===== src/rtl/tlvp_pkg.sv =====
// Shared types and constants of the TLV command stream parser.
// No dependencies; every other file of the block imports or references this package.
package tlvp_pkg;

  localparam int unsigned BYTE_W = 8;
  localparam int unsigned LEN_W  = 16;

  // Type bytes seen outside a frame
  localparam logic [BYTE_W-1:0] BYTE_SWITCH_ON      = 8'h12;
  localparam logic [BYTE_W-1:0] BYTE_SWITCH_OFF     = 8'h13;
  localparam logic [BYTE_W-1:0] BYTE_SET_COLOR      = 8'h20;
  localparam logic [BYTE_W-1:0] BYTE_SET_BRIGHTNESS = 8'h21;

  typedef enum logic [1:0] {
    CMD_SWITCH_ON      = 2'd0,
    CMD_SWITCH_OFF     = 2'd1,
    CMD_SET_COLOR      = 2'd2,
    CMD_SET_BRIGHTNESS = 2'd3
  } cmd_code_t;

  typedef enum logic [2:0] {
    PH_IDLE    = 3'b001,
    PH_LENGTH  = 3'b010,
    PH_PAYLOAD = 3'b100
  } phase_t;

  typedef struct packed {
    cmd_code_t         cmd_code;
    logic [BYTE_W-1:0] red;
    logic [BYTE_W-1:0] green;
    logic [BYTE_W-1:0] blue;
    logic [BYTE_W-1:0] level;
  } result_t;

endpackage


===== src/rtl/tlvp_if.sv =====
// Valid/ready channels of the parser: the byte stream in and the commands out.
// Depends on tlvp_pkg for field widths.
interface tlvp_in_if;
  logic                         valid;
  logic                         ready;
  logic [tlvp_pkg::BYTE_W-1:0]  in_byte;

  modport source (output valid, output in_byte, input ready);
  modport sink   (input valid, input in_byte, output ready);
endinterface

interface tlvp_out_if;
  logic                         valid;
  logic                         ready;
  logic [1:0]                   cmd_code;
  logic [tlvp_pkg::BYTE_W-1:0]  red;
  logic [tlvp_pkg::BYTE_W-1:0]  green;
  logic [tlvp_pkg::BYTE_W-1:0]  blue;
  logic [tlvp_pkg::BYTE_W-1:0]  level;

  modport source (output valid, output cmd_code, output red, output green, output blue,
                  output level, input ready);
  modport sink   (input valid, input cmd_code, input red, input green, input blue,
                  input level, output ready);
endinterface


===== src/rtl/tlv_command_stream_parser_unit.sv =====
// TLV command stream parser: one stream byte per beat in, one command per beat out.
// Path: a byte that completes a command is held in the input register on acceptance,
// and its result loads into the result register once that register can take it.
// Throughput: one byte per cycle while the output is not stalled, as the decoder updates
// its phase once per accepted byte; back-pressure passes through both registers.
// Reset (synchronous, active high) empties both registers and returns the decoder to idle
// with the length, frame kind and payload tail cleared.
module tlv_command_stream_parser_unit #(
  parameter int unsigned LENGTH_BYTES = 2
) (
  input  logic        clk,
  input  logic        rst,
  tlvp_in_if.sink     stream,
  tlvp_out_if.source  result
);
  import tlvp_pkg::*;

  tlvp_in_if  held_byte ();
  tlvp_out_if decoded ();

  tlvp_in_stage u_in_stage (
    .clk    (clk),
    .rst    (rst),
    .sink   (stream),
    .source (held_byte)
  );

  tlvp_decoder #(
    .LENGTH_BYTES (LENGTH_BYTES)
  ) u_decoder (
    .clk    (clk),
    .rst    (rst),
    .sink   (held_byte),
    .source (decoded)
  );

  tlvp_out_stage u_out_stage (
    .clk    (clk),
    .rst    (rst),
    .sink   (decoded),
    .source (result)
  );

endmodule


===== src/rtl/tlvp_in_stage.sv =====
// Input register of the parser: holds one stream byte for the decoder.
// Depends on tlvp_pkg and tlvp_in_if.
module tlvp_in_stage (
  input  logic       clk,
  input  logic       rst,
  tlvp_in_if.sink    sink,
  tlvp_in_if.source  source
);
  import tlvp_pkg::*;

  logic              valid;
  logic [BYTE_W-1:0] data;

  // take a new beat whenever the held one leaves or none is held
  assign sink.ready     = !valid || source.ready;
  assign source.valid   = valid;
  assign source.in_byte = data;

  always_ff @(posedge clk) begin
    if (rst) begin
      valid <= 1'b0;
    end else if (sink.ready) begin
      valid <= sink.valid;
    end
  end

  always_ff @(posedge clk) begin
    if (sink.valid && sink.ready) begin
      data <= sink.in_byte;
    end
  end

endmodule


===== src/rtl/tlvp_out_stage.sv =====
// Result register of the parser: holds one decoded command until taken.
// Depends on tlvp_pkg and tlvp_out_if.
module tlvp_out_stage (
  input  logic        clk,
  input  logic        rst,
  tlvp_out_if.sink    sink,
  tlvp_out_if.source  source
);
  import tlvp_pkg::*;

  logic    valid;
  result_t res;

  assign sink.ready      = !valid || source.ready;
  assign source.valid    = valid;
  assign source.cmd_code = res.cmd_code;
  assign source.red      = res.red;
  assign source.green    = res.green;
  assign source.blue     = res.blue;
  assign source.level    = res.level;

  always_ff @(posedge clk) begin
    if (rst) begin
      valid <= 1'b0;
    end else if (sink.ready) begin
      valid <= sink.valid;
    end
  end

  always_ff @(posedge clk) begin
    if (sink.valid && sink.ready) begin
      res.cmd_code <= cmd_code_t'(sink.cmd_code);
      res.red      <= sink.red;
      res.green    <= sink.green;
      res.blue     <= sink.blue;
      res.level    <= sink.level;
    end
  end

endmodule


===== src/rtl/tlvp_decoder.sv =====
// Frame decoder: phase tracking, length and payload tail capture, result build.
// Depends on tlvp_pkg and the channel interfaces in tlvp_if.
module tlvp_decoder #(
  parameter int unsigned LENGTH_BYTES = 2
) (
  input  logic        clk,
  input  logic        rst,
  tlvp_in_if.sink     sink,
  tlvp_out_if.source  source
);
  import tlvp_pkg::*;

  localparam int unsigned CNT_W = $clog2(LENGTH_BYTES + 1);

  phase_t            phase, phase_next;
  logic              frame_kind, frame_kind_next;
  logic [LEN_W-1:0]  remaining, remaining_next;
  logic [BYTE_W-1:0] tail_bytes [3];
  logic [BYTE_W-1:0] tail_bytes_next [3];
  logic [CNT_W-1:0]  len_count, len_count_next;

  logic              beat;
  logic              finish;
  logic              emit;
  result_t           res;
  logic [LEN_W-1:0]  len_shift;
  logic [LEN_W-1:0]  rem_dec;

  // a beat leaves the input register only when the result register can take it
  assign sink.ready = source.ready;
  assign beat       = sink.valid && source.ready;

  assign len_shift = {remaining[LEN_W-BYTE_W-1:0], sink.in_byte};
  assign rem_dec   = remaining - 1'b1;

  always_comb begin
    phase_next         = phase;
    frame_kind_next    = frame_kind;
    remaining_next     = remaining;
    tail_bytes_next[0] = tail_bytes[0];
    tail_bytes_next[1] = tail_bytes[1];
    tail_bytes_next[2] = tail_bytes[2];
    len_count_next     = len_count;
    finish             = 1'b0;
    emit               = 1'b0;
    res                = '0;

    case (phase)
      PH_LENGTH: begin
        remaining_next = len_shift;
        len_count_next = len_count + 1'b1;
        if (len_count == CNT_W'(LENGTH_BYTES - 1)) begin
          len_count_next = '0;
          if (len_shift == '0) begin
            finish = 1'b1;
          end else begin
            phase_next = PH_PAYLOAD;
          end
        end
      end
      PH_PAYLOAD: begin
        tail_bytes_next[2] = tail_bytes[1];
        tail_bytes_next[1] = tail_bytes[0];
        tail_bytes_next[0] = sink.in_byte;
        remaining_next     = rem_dec;
        if (rem_dec == '0) begin
          finish = 1'b1;
        end
      end
      default: begin
        phase_next = PH_IDLE;
        case (sink.in_byte)
          BYTE_SWITCH_ON: begin
            emit         = 1'b1;
            res.cmd_code = CMD_SWITCH_ON;
          end
          BYTE_SWITCH_OFF: begin
            emit         = 1'b1;
            res.cmd_code = CMD_SWITCH_OFF;
          end
          BYTE_SET_COLOR, BYTE_SET_BRIGHTNESS: begin
            frame_kind_next    = (sink.in_byte == BYTE_SET_BRIGHTNESS);
            remaining_next     = '0;
            len_count_next     = '0;
            tail_bytes_next[0] = '0;
            tail_bytes_next[1] = '0;
            tail_bytes_next[2] = '0;
            phase_next         = PH_LENGTH;
          end
          default: begin
            // skip unknown byte
          end
        endcase
      end
    endcase

    // a frame that ends reports from the updated tail, so short payloads read as zero
    if (finish) begin
      phase_next = PH_IDLE;
      emit       = 1'b1;
      if (frame_kind) begin
        res.cmd_code = CMD_SET_BRIGHTNESS;
        res.level    = tail_bytes_next[0];
      end else begin
        res.cmd_code = CMD_SET_COLOR;
        res.red      = tail_bytes_next[0];
        res.green    = tail_bytes_next[1];
        res.blue     = tail_bytes_next[2];
      end
    end
  end

  assign source.valid    = sink.valid && emit;
  assign source.cmd_code = res.cmd_code;
  assign source.red      = res.red;
  assign source.green    = res.green;
  assign source.blue     = res.blue;
  assign source.level    = res.level;

  always_ff @(posedge clk) begin
    if (rst) begin
      phase         <= PH_IDLE;
      frame_kind    <= 1'b0;
      remaining     <= '0;
      tail_bytes[0] <= '0;
      tail_bytes[1] <= '0;
      tail_bytes[2] <= '0;
      len_count     <= '0;
    end else if (beat) begin
      phase         <= phase_next;
      frame_kind    <= frame_kind_next;
      remaining     <= remaining_next;
      tail_bytes[0] <= tail_bytes_next[0];
      tail_bytes[1] <= tail_bytes_next[1];
      tail_bytes[2] <= tail_bytes_next[2];
      len_count     <= len_count_next;
    end
  end

endmodule

===== src/flat_wrapper.sv =====
// flat-port wrapper written by rule: the top's interface ports become plain ports
module tlv_command_stream_parser_unit_flat import tlvp_pkg::*;
#(
  parameter int unsigned LENGTH_BYTES = 2
)
  (clk, rst, stream_valid, stream_in_byte, stream_ready, result_valid, result_cmd_code, result_red, result_green, result_blue, result_level, result_ready);
  tlvp_in_if stream_i ();
  tlvp_out_if result_i ();
  input  logic clk;
  input  logic rst;
  input wire logic [$bits(stream_i.valid)-1:0] stream_valid;
  input wire logic [$bits(stream_i.in_byte)-1:0] stream_in_byte;
  output wire logic [$bits(stream_i.ready)-1:0] stream_ready;
  output wire logic [$bits(result_i.valid)-1:0] result_valid;
  output wire logic [$bits(result_i.cmd_code)-1:0] result_cmd_code;
  output wire logic [$bits(result_i.red)-1:0] result_red;
  output wire logic [$bits(result_i.green)-1:0] result_green;
  output wire logic [$bits(result_i.blue)-1:0] result_blue;
  output wire logic [$bits(result_i.level)-1:0] result_level;
  input wire logic [$bits(result_i.ready)-1:0] result_ready;
  assign stream_i.valid = stream_valid;
  assign stream_i.in_byte = stream_in_byte;
  assign stream_ready = stream_i.ready;
  assign result_valid = result_i.valid;
  assign result_cmd_code = result_i.cmd_code;
  assign result_red = result_i.red;
  assign result_green = result_i.green;
  assign result_blue = result_i.blue;
  assign result_level = result_i.level;
  assign result_i.ready = result_ready;
  tlv_command_stream_parser_unit #(.LENGTH_BYTES(LENGTH_BYTES)) u_core (.clk(clk), .rst(rst), .stream(stream_i), .result(result_i));
endmodule

===== config.mk =====
export PLATFORM = sky130hd
export DESIGN_NAME = tlv_command_stream_parser_unit_flat
export DESIGN_NICKNAME = d
export VERILOG_FILES = /design/src/rtl/tlvp_pkg.sv /design/src/rtl/tlvp_if.sv /design/src/rtl/tlv_command_stream_parser_unit.sv /design/src/rtl/tlvp_in_stage.sv /design/src/rtl/tlvp_out_stage.sv /design/src/rtl/tlvp_decoder.sv /design/src/flat_wrapper.sv
export SDC_FILE = /design/constraint.sdc
export NUM_CORES = 1
export LEC_CHECK = 0
export ABC_AREA = 1
export BUFFER_PORTS_ARGS = -buffer_cell sky130_fd_sc_hd__buf_2
export CAP_MARGIN = 20
export CORE_ASPECT_RATIO = 0.7
export CORE_MARGIN = 3
export CORE_UTILIZATION = 31
export DETAILED_ROUTE_END_ITERATION = 8
export SLEW_MARGIN = 10
export SYNTH_ARGS = -nofsm -noshare
export SYNTH_HDL_FRONTEND = slang
export SYNTH_SLANG_ARGS = --single-unit

===== constraint.sdc =====
create_clock -name clk -period 4.2 [get_ports clk]
set_input_delay 0.42 -clock clk [delete_from_list [all_inputs] [get_ports clk]]
set_output_delay 0.42 -clock clk [all_outputs]
set_load 0.05 [all_outputs]

== Word level (Yosys, flattened, before mapping) ==
Memory sizes are Yosys's and may differ from the RTL's.
Cells that the tools add are included.
Storage, ports and cells
  flip-flop bits (word level): 66
  RAM bits: 24
  input bits: 12
  output and inout bits: 36
  logic and storage cells: 85
  memories kept: 1
Memory list
  u_core.u_decoder.tail_bytes: depth 3, width 8, read ports 3, clocked after Yosys merged registers in 0, write ports 3, RTL line tlvp_decoder.sv:18  | logic [BYTE_W-1:0] tail_bytes [3];
Cells by class
  add/sub/neg operators: 2
  equal/unequal tests: 10
  multiplexer cells: 33
  bitwise operators: 6
  reduce and logical (&&, ||, !) cells: 21
Operators by type and width (number)
  2-to-1 mux 24 bit: 2
  case mux 24 bit (2 select lines): 1
  2-to-1 mux 34 bit: 1
  zero test 16 bit: 2
  2-to-1 mux 8 bit: 4
  case mux 16 bit (2 select lines): 1
  == test 8 x 5 -> 1 bit, second input constant: 2
  == test 8 x 6 -> 1 bit, second input constant: 2
  2-to-1 mux 16 bit: 1
  subtractor 16 x 1 -> 16 bit, second input constant: 1
  2-to-1 mux 1 bit: 14
  2-to-1 mux 3 bit: 3
  OR reduction 2 bit: 4
  2-to-1 mux 2 bit: 3
  != test 3 bit, second input constant: 2
  case mux 3 bit (2 select lines): 1
  AND reduction 3 bit: 2
  logical AND 1 bit: 4
  case mux 2 bit (2 select lines): 1
  AND reduction 2 bit: 2
  AND reduction 4 bit: 1
  == test 3 x 2 -> 1 bit, second input constant: 1
  == test 3 bit, second input constant: 1
  inverter 1 bit: 3
  other kinds (9): 13

== Depth between registers and ports, before layout ==
Gate-level depths: netlist of run 1.
  depth in word-level cells: 7
  mapped depth: 16
  mapped depth without buffers: 16

== Cells and area by module ==
Synthesis of run 1 repeated with hierarchy kept, for this count alone.
Second synthesis, totals
  cells, all modules: 445
  area, all modules: 4344.2 um^2
By module, submodules not included
  tlvp_decoder: times used 1, cells an instance 391, area an instance 2987.9 um^2, sequential area each 1161.1 um^2
  tlvp_out_stage: times used 1, cells an instance 40, area an instance 1068.5 um^2, sequential area each 1041.0 um^2
  tlvp_in_stage: times used 1, cells an instance 14, area an instance 287.8 um^2, sequential area each 260.2 um^2

== Least setup slack after synthesis of run 1 ==
Ideal clock, no wire load.
  kind: register to register
  start point: reg u_core.u_decoder.remaining[0]
  end point: reg, netlist name u_core.u_out_stage.source.blue[0]
  library setup time: 0.437 ns
  data arrival time: 3.308 ns
  required time: 3.763 ns
  setup slack: 0.455 ns
  stages on the path, launching flop included: 15
  path buffers: 0
  period minus slack after synthesis: 3.745 ns
  cell sequence: dfxtp_1 inv_1 ha_1 nand2_1 nor2_1 nand2_1 nand2_1 nand2_1 nor3_1 nand2_1 nor2_2 nand2_2 nand3_1 nand2_1 a21oi_1
Between the ends
  cells in the longest elaborated chain, start to end: 7
  elaborated cells between the ends (all ways): 10
  classes of those cells: add/sub: 1; mux: 5; reduce/logical: 4
RTL lines
  from (decl): RTL line tlvp_decoder.sv:17  | logic [LEN_W-1:0] remaining, remaining_next;
  from (signal assigned): RTL line tlvp_decoder.sv:132  | remaining <= remaining_next;
  subtractor 16 x 1 -> 16 bit / zero test 16 bit (equally long branches): RTL line tlvp_decoder.sv:34, tlvp_decoder.sv:54
  zero test 16 bit / 2-to-1 mux 1 bit (equally long branches): RTL line tlvp_decoder.sv:66, tlvp_decoder.sv:54
  2-to-1 mux 1 bit, on equally long branches: RTL line tlvp_decoder.sv:66, tlvp_decoder.sv:52
  case mux 1 bit (2 select lines) (*): RTL line tlvp_decoder.sv:48  | case (phase)
  2-to-1 mux 1 bit (*): RTL line tlvp_decoder.sv:98  | if (finish) begin
  logical AND 1 bit (*): RTL line tlvp_decoder.sv:113  | assign source.valid = sink.valid && emit;
  logical AND 1 bit (*): RTL line tlvp_out_stage.sv:31  | if (sink.valid && sink.ready) begin
Every way passes the cells marked *; elsewhere a longest branch is shown, timed or not.
A chain may end at the register's enable or synchronous reset.

== Worst setup path in the final report of run 1 ==
  start point: reg u_core.u_decoder.phase[0]
  end point: reg, netlist name u_core.u_out_stage.source.green[2]
Between the ends
  cells in the longest elaborated chain, start to end: 6
  elaborated cells between the ends (all ways): 8
  classes of those cells: eq/ne: 2; mux: 3; reduce/logical: 3
RTL lines
  from (decl): RTL line tlvp_decoder.sv:15  | phase_t phase, phase_next;
  from (signal assigned): RTL line tlvp_decoder.sv:130  | phase <= phase_next;
  == test 3 bit / == test 3 x 2 -> 1 bit (equally long branches): RTL line tlvp_decoder.sv:48
  OR reduction 2 bit (no line)
  2-to-1 mux 1 bit: RTL line tlvp_decoder.sv:48
  2-to-1 mux 1 bit (*): RTL line tlvp_decoder.sv:98
  logical AND 1 bit (*): RTL line tlvp_decoder.sv:113
  logical AND 1 bit (*): RTL line tlvp_out_stage.sv:31
Marks and branches as above.

==> impl_results.md, run 1 <==
* NetSw at 0.000450 W
* Worst Hold Slack at 0.262 ns
* Area growth syn-to-layout at 16.9%
* Antenna violations before repair at 0
* Status: finished, final reports clean
* Port Buffer Count at 47
* Num CTS Buffers at 9
* Crit-path cells: inv_1, nand2_1, nor2_2, nand3_1, nor2_1, nand2_1, nor2_1, nand2_1, nor2_2, nand2_2, nand3_1, nand2_1, a21oi_4, buf_4
* Layout Nets at 545
* Clock group share of total power at 39.7%
* Max-cap check violation count at 0
* Critical path's largest stage delay at 0.61 ns
* Cell variety after synth at 27
* Share of cells above drive strength 1 at 19.0%
* CP Data Required Time at 4.19 ns
* Share of power burned in registers at 52.8%
* Post-synthesis net count at 497
* Die area at 0.0154 mm2
* Setup violations, final at 0
* CTS root buf: clkbuf_16
* Pin slew with the least headroom to its limit at 0.865 ns
* Seq/Total Area, Yosys at 57.1%
* Core area at 0.0134 mm2
* Overall routing resource usage at 13.9%
* Most used cell, CP: nand2_1
* CTS tree: yes
* Hold_buf cts at 0
* Global route overflow at 0
* Clk_lat worst skew at 0.34 ns
* Internal power at 0.00142 W
* CTS max path bufs at 2
* Synth Register Bits at 90
* Final worst path period share at 69.0%
* Boundary Pins at 48
* Cts repair resizes at 0
* Avg Vias per Cell at 4.76
* Peak VDD IR at 209 uV
* Vias in the first global route at 3,213
* Largest net degree at the start of global routing at 35
* DRC viols at 0
* Warnings from Yosys at 0
* Hold Crit Class: in2reg
* Sw frac at 24.1%
* Fmax at 0.345 GHz
* CP Launch Type: flip-flop
* DR vias at 3,432
* Wirelength, routed at 10,300 um
* First-pass GRT wire length at 17,000 um
* Die Width at 147 um
* DP Wirelength at 7510 um
* Slowest cell on crit path: nor2_2
* CTS clk-pin slew, worst paths at 0.06 ns
* First drt pass iteration count at 6
* Final Hold Vio Count at 0
* Delay-heaviest family, CP: simple AND/OR/NAND/NOR gates
* Max H-tree Level at 3
* Mapped cell area at 0.00431 mm2
* Syn_area_per_cell at 8.93 um2
* Cell area after layout at 0.00504 mm2
* Clk_skew at 0.00780 ns
* Rows at 35
* Leakage at 2.25 nW
* CP endpoint kind: flip-flop
* Pwr dens at 370 mW/mm2
* RSZ-0062 raised after global routing: false
* Max-slew violations at 0
* RD Place Congestion at 0.859
* Fin crit period at 2.90 ns
* Slew headroom at 42.2%
* Arrival time worst endpoint at 2.88 ns
* Final ANT Viol Nets at 0
* Top post-synthesis cells by area: edfxtp_1, dfxtp_1, inv_1
* Placed instance area at 0.00474 mm2
* Yosys top cell by area: edfxtp_1
* Setup repair bufs after CTS at 0
* Cells after Synth at 483
* Combinational group share of total power at 7.5%
* Crit Path Max Fanout at 34
* Setup TNS Final at 0 ns
* Starting Density at 32.2%
* DR iter-0 viols at 420
* Number of antenna diodes at 0
* Slack of the worst reg-to-reg path at 1.30 ns
* Post-synth top area share at 46.0%
* Clk sinks at 90
* Die height at 105 um
* Critical path buffer and inverter count at 2
* WS Path Type: reg2reg
* DR WL/cell at 14.3 um
[registers in the layout, indices dropped and copies added, names as in the netlist]
signal	cells
u_core.u_out_stage.source.cmd_code	2
u_core.u_decoder.remaining	16
u_core.u_decoder.frame_kind	1
u_core.u_in_stage.source.valid	1
u_core.u_out_stage.source.green	8
u_core.u_decoder.tail_bytes	24
u_core.u_out_stage.source.level	8
u_core.u_out_stage.source.red	8
u_core.u_out_stage.source.valid	1
u_core.u_decoder.len_count	2
u_core.u_decoder.phase	3
u_core.u_in_stage.source.in_byte	8
u_core.u_out_stage.source.blue	8
[path summary, 6_finish.rpt]
path | from | to | cells after the start
max reg2reg | u_core.u_decoder.phase[0] | u_core.u_out_stage.source.green[2] | 14
min | stream_in_byte[3] | u_core.u_in_stage.source.in_byte[3] | 1
min reg2reg | u_core.u_decoder.len_count[1] | u_core.u_decoder.len_count[1] | 2
max | u_core.u_decoder.phase[0] | u_core.u_out_stage.source.green[2] | 14
[synthesized netlist by cell type]
master / instances
nand3_2: 2
nand2_2: 1
xor2_1: 2
nor2_2: 26
a21oi_1: 19
nand2_4: 2
a21oi_2: 1
edfxtp_1: 66
o221a_2: 1
nor3_1: 4
a211oi_1: 4
nor2_4: 1
buf_6: 2
a221oi_1: 10
dfxtp_1: 24
buf_2: 5
o21ai_2: 1
clkbuf_1: 8
nor2_1: 71
o22ai_1: 25
a22oi_1: 1
ha_1: 2
nand3_1: 18
nand4_1: 3
inv_1: 95
o21ai_0: 13
nand2_1: 76
[power groups by stage]
stage	sequential, W	clock (W)	combinational (W)
floorplan	0.00100	0	0.0000960
global placement	0.00100	0	0.000133
detailed placement	0.00100	0	0.000134
CTS	0.000985	0.000756	0.000135
global route	0.000987	0.000791	0.000160
finish	0.000985	0.000742	0.000140
[worst reg2reg max path, stage by stage, from the launching register on]
cell and delay [ns]:
dfxtp_1 0.32, inv_1 0.07, nand2_1 0.06, nor2_2 0.61
nand3_1 0.15, nor2_1 0.14, nand2_1 0.07, nor2_1 0.10
nand2_1 0.08, nor2_2 0.10, nand2_2 0.10, nand3_1 0.11
nand2_1 0.12, a21oi_4 0.12, buf_4 0.40
[metrics by stage]
stage,total power [W],setup slack [ns],instances,utilization [%]
2_1_floorplan,0.00110,0.455,483,-
3_3_place_gp,0.00114,1.44,704,35.4
3_5_place_dp,0.00114,1.33,704,35.4
4_1_cts,0.00188,1.28,720,37.4
5_1_grt,0.00194,0.971,721,37.6
6_report,0.00187,1.30,721,37.6
[cell usage in the layout (no fill, tap or decap), types with 4 or more instances in the layout]
cell type,synthesis,layout
a221oi_1,10,10
buf_2,5,47
o22ai_1,25,25
o21ai_0,13,13
edfxtp_1,66,66
a21oi_1,19,18
nand2_1,76,76
inv_1,95,95
nor3_1,4,4
nand3_1,18,18
a211oi_1,4,4
nor2_1,71,71
nor2_2,26,26
clkbuf_16,0,9
buf_4,0,4
dfxtp_1,24,24
[routing by layer]
metal / track usage [%] / share of wire, % / wire length (um) / vias to the layer above
met2: 18.8 / 40 / 4120 / 130
li1: - / - / - / 1681
met4: 3.72 / 1.2 / 119 / 0
met3: 3.47 / 7.5 / 778 / 8
met5: 0 / 0 / 0 / -
met1: 21.6 / 51 / 5310 / 1613
[logic make-up after synthesis]
family | Yosys count | share of synthesized area [%]
AOI/OAI and AO/OA | 75 | 10.9
xor gates and xnor gates | 2 | 0.406
adders and majority gates | 2 | 0.580
buffers and inverters | 110 | 10.1
DFF | 90 | 57.1
and+or+nand+nor | 204 | 20.9
[layout make-up]
type	count	area, um2
clock buffers	10	229
clock inverters	6	41.3
fillers	1388	8360
inverters	95	357
multi-input cells	283	1430
flip-flops and latches	90	2460
well taps	185	231
repair buffers	52	293
No activity file was read; power rests on OpenSTA's default activity.
==> run 2, diff against run 1 <==
Clock period 4.2 ns to 2.9 ns, I/O delays scaled along.
==> run 2 against run 1 <==
Global-route usage decreased by 0.12 points. Worst hold slack got worse by 0.13 ns. Clock skew about the same. Via count decreased by 2.7%. Critical path depth grew 1. Final cell count up 0.55%. Setup slack got worse by 1.0 ns. First-iteration DRC count is 21% lower. Critical path type unchanged. Cell area rose by 0.84%. Largest power group unchanged.
==> impl_results.md, run 2 (synthesis gave the netlist of run 1 again) <==
* Worst setup path start: u_core.u_decoder.remaining[0]
* Num CTS Buffers at 9
* Die Width at 147 um
* Top flop regs: u_core.u_decoder.tail_bytes x24, u_core.u_decoder.remaining x16
* CTS tree: yes
* Commonest cells after routing, fill and taps aside: inv_1, nand2_1, nor2_1
* First-pass GRT wire length at 16,900 um
* DR vias at 3,341
* Post-Layout Cell Count at 725
* Clk_skew at 0.00763 ns
* Final ANT Viol Nets at 0
* Setup TNS Final at 0 ns
* Max-cap check violation count at 0
* Slack of the worst reg-to-reg path at 0.29 ns
* Routed wl met3 at 728 um
* RSZ-0062 raised after global routing: false
* Leakage at 2.28 nW
* Layout Nets at 549
* Largest net degree at the start of global routing at 35
* RD Place Congestion at 0.935
* Final Hold Vio Count at 0
* Clk_lat worst skew at 0.34 ns
* Crit-path cells: inv_1, ha_2, nand2_1, nor2_1, nand2_1, nand2_1, nand2_1, nor3_1, nand2_1, nor2_2, nand2_2, nand3_1, nand2_1, a21oi_4, buf_12
* Rows at 35
* Cell area after layout at 0.00508 mm2
* WS Path Type: reg2reg
* CP Launch Type: flip-flop
* Placed instance area at 0.00479 mm2
* Vias in the first global route at 3,198
* Crit Path Max Fanout at 34
* Slowest cell on crit path: dfxtp_1
* Wirelength, routed at 10,200 um
* Critical path's largest stage delay at 0.33 ns
* Peak VDD IR at 305 uV
* Port Buffer Count at 47
* Highest routed layer: met4
* First drt pass iteration count at 4
* CP endpoint kind: flip-flop
* Core area at 0.0134 mm2
* DR iter-0 viols at 333
* CTS clk-pin slew, worst paths at 0.06 ns
* R2r endpoint: u_core.u_out_stage.source.green[2]
* Die height at 105 um
* Arrival time worst endpoint at 2.64 ns
* Fin crit period at 2.61 ns
* Status: finished, final reports clean
* Clk sinks at 90
* Die area at 0.0154 mm2
* Fmax at 0.383 GHz
* DP Wirelength at 7570 um
* Boundary Pins at 48
* Hold Crit Class: in2reg
* Overall routing resource usage at 13.7%
* Slew headroom at 43.8%
* Setup repair bufs after CTS at 0
* Area growth syn-to-layout at 17.9%
* Pwr dens at 542 mW/mm2
* FF-to-FF Start: u_core.u_decoder.remaining[0]
* Commonest non-fill, non-tap cell in the layout: inv_1
* Max H-tree Level at 3
* CP Data Required Time at 2.93 ns
* Most used cell, CP: nand2_1
* Final worst path period share at 90.0%
* Global route overflow at 0
* CTS max path bufs at 2
* Hold_buf cts at 0
* Max-slew violations at 0
* Number of antenna diodes at 0
* Setup crit end: u_core.u_out_stage.source.green[2]
* Number of flip-flops under the largest register name at 24
* Share of cells above drive strength 1 at 19.6%
* DR WL met2 at 4010 um
* Reg2Reg Depth at 15
* DRT met1 WL at 5310 um
* Pin slew with the least headroom to its limit at 0.841 ns
* DRC viols at 0
* DP Cell Count at 709
* Avg Vias per Cell at 4.61
* Most flops, register: u_core.u_decoder.tail_bytes
* Antenna violations before repair at 0
* DR WL/cell at 14.0 um
* Cts repair resizes at 0
* CTS root buf: clkbuf_16
* Starting Density at 32.2%
* Setup violations, final at 0
## run 2: layout make-up
cell class / count / area, um2
inverter: 95 / 357
clock inverter: 5 / 55.1
tap: 185 / 231
clock buffer: 11 / 233
timing repair buffer: 56 / 315
fill: 1386 / 8320
sequential: 90 / 2460
multi-input combinational: 283 / 1430
## run 2: where the power goes
group	switching (W)	internal, W	leakage [nW]
sequential	0.0000169	0.00141	0.911
combinational	0.000142	0.0000588	1.23
clock	0.000465	0.000665	0.137
## run 2: worst min-delay path by stage
stage / startpoint / end / slack (ns) / depth (start not counted)
floorplan: rst / u_core.u_decoder.remaining[0] / 0.37 / 1
global placement: u_core.u_decoder.len_count[1] / u_core.u_decoder.len_count[1] / 0.42 / 2
detailed placement: u_core.u_decoder.len_count[1] / u_core.u_decoder.len_count[1] / 0.43 / 2
CTS: stream_in_byte[2] / u_core.u_in_stage.source.in_byte[2] / 0.12 / 1
global route: stream_in_byte[2] / u_core.u_in_stage.source.in_byte[2] / 0.12 / 1
finish: stream_in_byte[2] / u_core.u_in_stage.source.in_byte[2] / 0.13 / 1
## run 2: layer usage
layer | vias up | global-route usage [%]
li1 | 1685 | -
met5 | - | 0
met2 | 104 | 18.7
met1 | 1543 | 20.7
met3 | 9 | 4.25
met4 | 0 | 4.19
## run 2: worst max-delay path, delay by kind of cell (launching register included)
| family | cells | cell delay [ns] |
|---|---|---|
| adders and majority gates | 1 | 0.27 |
| AOI/OAI and AO/OA | 1 | 0.16 |
| DFF | 1 | 0.33 |
| and+or+nand+nor | 11 | 1.11 |
| buffers and inverters | 2 | 0.42 |
## run 2: through the flow
| step | setup WS, ns | util [%] | total power (W) | hold WS (ns) |
|---|---|---|---|---|
| 2_1_floorplan | 0.250 | - | 0.00159 | 0.368 |
| 3_3_place_gp | 0.393 | 35.8 | 0.00165 | 0.418 |
| 3_5_place_dp | 0.313 | 35.8 | 0.00165 | 0.425 |
| 4_1_cts | 0.295 | 37.9 | 0.00278 | 0.121 |
| 5_1_grt | 0.0154 | 37.9 | 0.00287 | 0.118 |
| 6_report | 0.291 | 37.9 | 0.00276 | 0.128 |
